$ cat src/rtl/core/cube_map_normal_texel_assert.svh
// ----------------------------------------------------------------------------
// Cube map normal texel assertion macros
// Shared concurrent check forms for the texel pipeline.
// ----------------------------------------------------------------------------
`ifndef CUBE_MAP_NORMAL_TEXEL_ASSERT_SVH
`define CUBE_MAP_NORMAL_TEXEL_ASSERT_SVH

// same-cycle implication, sampled on clock, off during reset
`define NLT_ASSERT_NOW(name, ante, cons, msg) \
   name: assert property (@(posedge clock) disable iff (reset) (ante) |-> (cons)) \
      else $error(msg);

// next-cycle implication, sampled on clock, off during reset
`define NLT_ASSERT_NEXT(name, ante, cons, msg) \
   name: assert property (@(posedge clock) disable iff (reset) (ante) |=> (cons)) \
      else $error(msg);

`endif

$ cat src/rtl/core/nlt_pkg.sv
// ----------------------------------------------------------------------------
// Normal texel package
// Fixed-point widths, face codes and word types of the texel pipeline.
// ----------------------------------------------------------------------------
package nlt_pkg;

   localparam int FRAC_W      = 16;
   localparam int ONE_Q16     = 65536;
   localparam int FACE_W      = 3;
   localparam int POS_W       = 10;
   localparam int CFG_W       = 11;
   localparam int COORD_NUM_W = POS_W + 1 + FRAC_W;
   localparam int COORD_QUO_W = COORD_NUM_W;
   localparam int VEC_W       = COORD_QUO_W + 1;
   localparam int MAG_W       = VEC_W - 1;
   localparam int SQ_W        = 2 * MAG_W;
   localparam int LEN2_W      = SQ_W + 2;
   localparam int ROOT_W      = LEN2_W / 2;
   localparam int NORM_NUM_W  = MAG_W + FRAC_W;
   localparam int NORM_QUO_W  = FRAC_W + 1;
   localparam int BYTE_W      = 8;

   typedef enum logic [FACE_W-1:0] {
      FACE_POS_X = 3'd0,
      FACE_NEG_X = 3'd1,
      FACE_POS_Y = 3'd2,
      FACE_NEG_Y = 3'd3,
      FACE_POS_Z = 3'd4,
      FACE_NEG_Z = 3'd5
   } face_type;

   typedef struct packed {
      logic signed [VEC_W-1:0] x;
      logic signed [VEC_W-1:0] y;
      logic signed [VEC_W-1:0] z;
      logic                    no_face;
   } vec3_type;

   typedef struct packed {
      vec3_type          vec;
      logic [ROOT_W-1:0] root;
   } vec_word_type;

endpackage

$ cat src/rtl/core/nlt_div.sv
// ----------------------------------------------------------------------------
// Pipelined divider
// Restoring division, one quotient bit per register stage.
// ----------------------------------------------------------------------------
module nlt_div #(
   parameter int NUM_W  = 27,
   parameter int DEN_W  = 11,
   parameter int QUO_W  = 27,
   parameter int SIDE_W = 1
) (
   input  logic              clock,
   input  logic              reset,
   input  logic              run,
   input  logic              in_valid,
   input  logic [NUM_W-1:0]  in_num,
   input  logic [DEN_W-1:0]  in_den,
   input  logic [SIDE_W-1:0] in_side,
   output logic              out_valid,
   output logic [QUO_W-1:0]  out_quo,
   output logic [SIDE_W-1:0] out_side
);

   localparam int REM_W = (NUM_W > DEN_W + QUO_W) ? NUM_W : DEN_W + QUO_W;

   logic              valid_ff [QUO_W];
   logic [QUO_W-1:0]  quo_ff   [QUO_W];
   logic [SIDE_W-1:0] side_ff  [QUO_W];
   logic [REM_W-1:0]  rem_ff   [QUO_W-1];
   logic [DEN_W-1:0]  den_ff   [QUO_W-1];

   for (genvar i = 0; i < QUO_W; i++) begin : g_stage
      localparam int SH = QUO_W - 1 - i;
      logic              src_valid;
      logic [REM_W-1:0]  src_rem;
      logic [DEN_W-1:0]  src_den;
      logic [QUO_W-1:0]  src_quo;
      logic [SIDE_W-1:0] src_side;
      logic [REM_W-1:0]  dvs;
      logic              take;
      logic [REM_W-1:0]  rem_in;
      logic [QUO_W-1:0]  quo_in;

      if (i == 0) begin : g_head
         assign src_valid = in_valid;
         assign src_rem   = REM_W'(in_num);
         assign src_den   = in_den;
         assign src_quo   = '0;
         assign src_side  = in_side;
      end else begin : g_body
         assign src_valid = valid_ff[i-1];
         assign src_rem   = rem_ff[i-1];
         assign src_den   = den_ff[i-1];
         assign src_quo   = quo_ff[i-1];
         assign src_side  = side_ff[i-1];
      end

      always_comb begin
         dvs    = REM_W'(src_den) << SH;
         take   = (src_rem >= dvs);
         rem_in = take ? (src_rem - dvs) : src_rem;
         quo_in = src_quo | (QUO_W'(take) << SH);
      end

      always_ff @(posedge clock) begin
         if (reset) begin
            valid_ff[i] <= 1'b0;
         end else if (run) begin
            valid_ff[i] <= src_valid;
         end
      end

      always_ff @(posedge clock) begin
         if (run) begin
            quo_ff[i]  <= quo_in;
            side_ff[i] <= src_side;
         end
      end

      if (i < QUO_W - 1) begin : g_keep
         always_ff @(posedge clock) begin
            if (run) begin
               rem_ff[i] <= rem_in;
               den_ff[i] <= src_den;
            end
         end
      end
   end

   assign out_valid = valid_ff[QUO_W-1];
   assign out_quo   = quo_ff[QUO_W-1];
   assign out_side  = side_ff[QUO_W-1];

endmodule

$ cat src/rtl/core/nlt_coord.sv
// ----------------------------------------------------------------------------
// Texel centre coordinates
// Clamps the face size and divides (2*pos+1) << 16 by it for column and row.
// ----------------------------------------------------------------------------
module nlt_coord #(
   parameter int MAX_FACE_SIZE = 1024
) (
   input  logic                              clock,
   input  logic                              reset,
   input  logic                              run,
   input  logic                              in_valid,
   input  nlt_pkg::face_type                 in_face,
   input  logic [nlt_pkg::POS_W-1:0]         in_column,
   input  logic [nlt_pkg::POS_W-1:0]         in_row,
   input  logic [nlt_pkg::CFG_W-1:0]         face_size,
   output logic                              out_valid,
   output nlt_pkg::face_type                 out_face,
   output logic                              out_no_face,
   output logic [nlt_pkg::COORD_QUO_W-1:0]   out_s_quo,
   output logic [nlt_pkg::COORD_QUO_W-1:0]   out_t_quo
);
   import nlt_pkg::*;

   localparam int DEN_W  = $clog2(MAX_FACE_SIZE + 1);
   localparam int WIDE_W = 13;

   logic [WIDE_W-1:0]      size_wide;
   logic [DEN_W-1:0]       size;
   logic [COORD_NUM_W-1:0] s_num;
   logic [COORD_NUM_W-1:0] t_num;
   logic                   no_face;
   logic                   s_valid;
   logic                   t_valid;
   logic [FACE_W-1:0]      s_side;

   always_comb begin
      size_wide = WIDE_W'(face_size);
      if (face_size == '0) begin
         size = DEN_W'(1);
      end else if (size_wide > WIDE_W'(MAX_FACE_SIZE)) begin
         size = DEN_W'(MAX_FACE_SIZE);
      end else begin
         size = DEN_W'(size_wide);
      end
      s_num   = {in_column, 1'b1, {FRAC_W{1'b0}}};
      t_num   = {in_row, 1'b1, {FRAC_W{1'b0}}};
      no_face = (in_face > FACE_NEG_Z);
   end

   nlt_div #(
      .NUM_W (COORD_NUM_W),
      .DEN_W (DEN_W),
      .QUO_W (COORD_QUO_W),
      .SIDE_W(FACE_W)
   ) u_div_s (
      .clock    (clock),
      .reset    (reset),
      .run      (run),
      .in_valid (in_valid),
      .in_num   (s_num),
      .in_den   (size),
      .in_side  (in_face),
      .out_valid(s_valid),
      .out_quo  (out_s_quo),
      .out_side (s_side)
   );

   nlt_div #(
      .NUM_W (COORD_NUM_W),
      .DEN_W (DEN_W),
      .QUO_W (COORD_QUO_W),
      .SIDE_W(1)
   ) u_div_t (
      .clock    (clock),
      .reset    (reset),
      .run      (run),
      .in_valid (in_valid),
      .in_num   (t_num),
      .in_den   (size),
      .in_side  (no_face),
      .out_valid(t_valid),
      .out_quo  (out_t_quo),
      .out_side (out_no_face)
   );

   assign out_valid = s_valid & t_valid;
   assign out_face  = face_type'(s_side);

endmodule

$ cat config.mk
export PLATFORM = sky130hd
export DESIGN_NAME = nlt_coord
export DESIGN_NICKNAME = d
export VERILOG_FILES = /design/src/rtl/core/cube_map_normal_texel_assert.svh /design/src/rtl/core/nlt_pkg.sv /design/src/rtl/core/nlt_div.sv /design/src/rtl/core/nlt_coord.sv
export SDC_FILE = /design/constraint.sdc
export NUM_CORES = 2
export LEC_CHECK = 0
export ABC_CLOCK_PERIOD_IN_PS = 5900
export CAP_MARGIN = 30
export CORE_MARGIN = 4
export CORE_UTILIZATION = 65
export DETAILED_ROUTE_END_ITERATION = 10
export DONT_BUFFER_PORTS = 1
export PLACE_DENSITY = 0.91
export SYNTH_ARGS = -nofsm -noshare
export SYNTH_HDL_FRONTEND = slang
export SYNTH_MEMORY_MAX_BITS = 65536
export SYNTH_SLANG_ARGS = --single-unit
$ cat constraint.sdc
create_clock -name clock -period 5.9 [get_ports clock]
set_input_delay 1.18 -clock clock [delete_from_list [all_inputs] [get_ports clock]]
set_output_delay 1.18 -clock clock [all_outputs]
set_load 0.05 [all_outputs]
==> flow_summary.ini <==
[run_status]
status = finished clean

[setup_path]
cp_max_fo = 256
cp_slowest_stage_delay_ns = 0.85
required_ns = 6.42
slowest_stage = buf_16
worstRegToRegCells = 8
cpLargestDelayFamily = buffers and inverters
critPathBufInv = 6
cp.arrival_ns = 6.11
startpoint_type = primary input
crit_type = primary input to flop
end_kind = flop
cpMostUsedCell = buf_16
path_depth = 6
crit_chain = buf_16 > buf_16 > buf_16 > buf_16 > buf_16 > buf_16

[timing]
setup_tns_ns = 0
max_slew_margin_pct = 6.94
fin_crit_ns = 5.60
post-route-period-util_pct = 94.8
whs_ns = 0.360
rsz0062_at_grt = false
slew_violations = 0
setup_viol = 0
finClkSkew_ns = 0.0778
fmax_ghz = 0.179
worst_pin_slew_ns = 1.40
finalHoldViolations = 0

[logic_synthesis]
synth_edf_count = 2541
avgSynthCellArea_sq_um = 13.0
synthArstFlopShare_pct = 0
seq_area_frac_synth_pct = 63.0
synth_area_leaders = edfxtp_1, ha_1, xor2_1
ys.flop_type = edfxtp_1
synth_top_area_cell = edfxtp_1
synthDominantCellAreaShare_pct = 63.0
yosys_warnings = 0
syn_inst = 9287
netlist_area_sq_um = 121000
synth_cell_types = 94
synth_seq_cells = 2541

[drt]
vias_per_cell = 6.35
dr.pass1.iters = 6
initialDrtViolationCount = 8005
vias = 77100
drc = 0
drtAntennaViolNets = 0
wire_per_inst_um = 22.0
drt-total-wl_um = 267000

[floorplan]
die_w_um = 440
die_h_um = 440
dieArea_sq_um = 193000
io_pins = 97
rows = 158
start_util_pct = 65.3
coreArea_sq_um = 185000

[min_path]
hp-class = flop to flop
min_path_cells = 0

[clocking]
clock_latency_ns = 0.93
hold_buffers = 0
post_cts_resize_count = 0
cts-root-buf = clkbuf_16
cts_inserted_buffers = 241
cts_buffer_depth = 3
htree_levels = 4
cts_tree = built
numClockSinks = 2541
cts.clk_slew.worst_paths_ns = 0.07

[placed_design]
gp_congestion = 0.960
dp_cells = 11700
portBuffers = 0
dp_hpwl_um = 177000

[grt]
met3_usage_pct = 4.69
track_usage_pct = 27.3
overflow = 0
grt_pass1_vias = 77000
antenna_found_initial = 4
met1_usage_pct = 32.0
grt_pass1_wl_um = 418000
busiest_layer = met2
grt_max_degree = 297
use_met2_pct = 48.5

[power]
leakagePower_nw = 47.8
powerDensity_nw_per_um2 = 419
ir_drop_mv = 0.317

[finish]
final_cell_mix = edfxtp_1, nor2_1, ha_1, xor2_1, nand2_1
drive_above_1_share_pct = 6.36
area_delta_synth_final_pct = 9.34
mostFrequentLayoutCell = edfxtp_1
fin_cells = 12100
finish.utilization_pct = 71.4
nets = 10100

[job]
maxCapViolations = 0
cell type report:
type	instances	area, sq um
Sequential cell	2541	76300
Fill cell	11300	53000
Multi-Input combinational cell	6132	42500
Clock buffer	290	6210
Tap cell	2480	3100
Inverter	486	1820
Clock inverter	156	1820
Timing Repair Buffer	47	647
Antenna cell	3	7.51
where the power goes:
part / internal (mW) / switching (mW)
Sequential: 23.9 / 2.36
Combinational: 5.65 / 7.95
Clock: 8.78 / 6.87
cell families (layout without fill, tap and decap cells):
family | after synthesis | count (layout) | share of synthesized area, %
simple gates | 2827 | 2827 | 12.0
flops | 2541 | 2541 | 63.0
compound gates | 1546 | 1546 | 7.92
xor+xnor | 991 | 991 | 7.17
buf+inv | 623 | 979 | 1.95
fa+ha+maj | 622 | 622 | 6.74
mux | 136 | 136 | 1.25
other cells | 1 | 13 | 0.00310
path summary, 6_finish.rpt:
kind                           from  slack [ns]                endpoint
max                             run        0.30  u_div_t.quo_ff[1][270]
min reg2reg   u_div_t.quo_ff[1][94]        0.36  u_div_t.quo_ff[1][121]
min           u_div_t.quo_ff[1][94]        0.36  u_div_t.quo_ff[1][121]
max reg2reg  u_div_s.rem_ff[0][519]        1.30  u_div_s.rem_ff[0][559]
registers in the layout, indices dropped and copies added (netlist names):
signal	count
u_div_t.side_ff	27
u_div_s.side_ff	81
u_div_t.rem_ff	682
u_div_s.den_ff	285
u_div_s.valid_ff	11
u_div_t.den_ff	1
u_div_t.valid_ff	16
u_div_t.quo_ff	378
u_div_s.rem_ff	682
u_div_s.quo_ff	378
cells in the mapped netlist, types with 74 or more instances:
master and instances:
mux2_2 122, nor2b_1 138, nand2_1 506, nor4_1 193
clkbuf_1 110, nand2b_1 155, nor3_1 338, edfxtp_1 2541
and2_1 74, o21ai_0 422, a21oi_1 492, inv_1 481
a21o_1 117, xor2_1 549, ha_1 572, xnor2_1 442
nor2_1 717, or3_1 153, or4_1 98, nand3_1 143
o21a_1 101
per-layer routing:
layer	part of all wire [%]	routed length, um	vias up
met5	0.0097	26	-
met4	5.8	15400	4
met3	6.6	17600	1056
met2	51	136000	3714
met1	37	98100	37400
li1	-	-	34900
worst register-to-register path, stage by stage, from the launching register on:
cell and delay [ns]:
edfxtp_1 0.51, or4_1 0.61, or4_1 0.52, or4_1 0.56, nor3_1 0.35, nand3_1 0.71
nand3_1 0.67, nor3_1 0.16, xor2_1 0.31
what timing repair did:
action / 4_1_cts / 5_1_grt
buffers inserted: 0 / 0
pin swaps: 0 / 0
cloned: 2 / 1
setup endpoints to repair: 256 / 256
metrics by stage:
step                setup slack [ns]  power [mW]  instance area (sq um)
global placement               -1.33        38.4                 124000
floorplan                       2.65        35.4                 121000
CTS                            0.215        55.3                 132000
global route                   0.143        58.0                 132000
finish                         0.305        55.5                 132000
detailed placement             -1.67        39.3                 124000
Power figures use the tool's default switching activity.
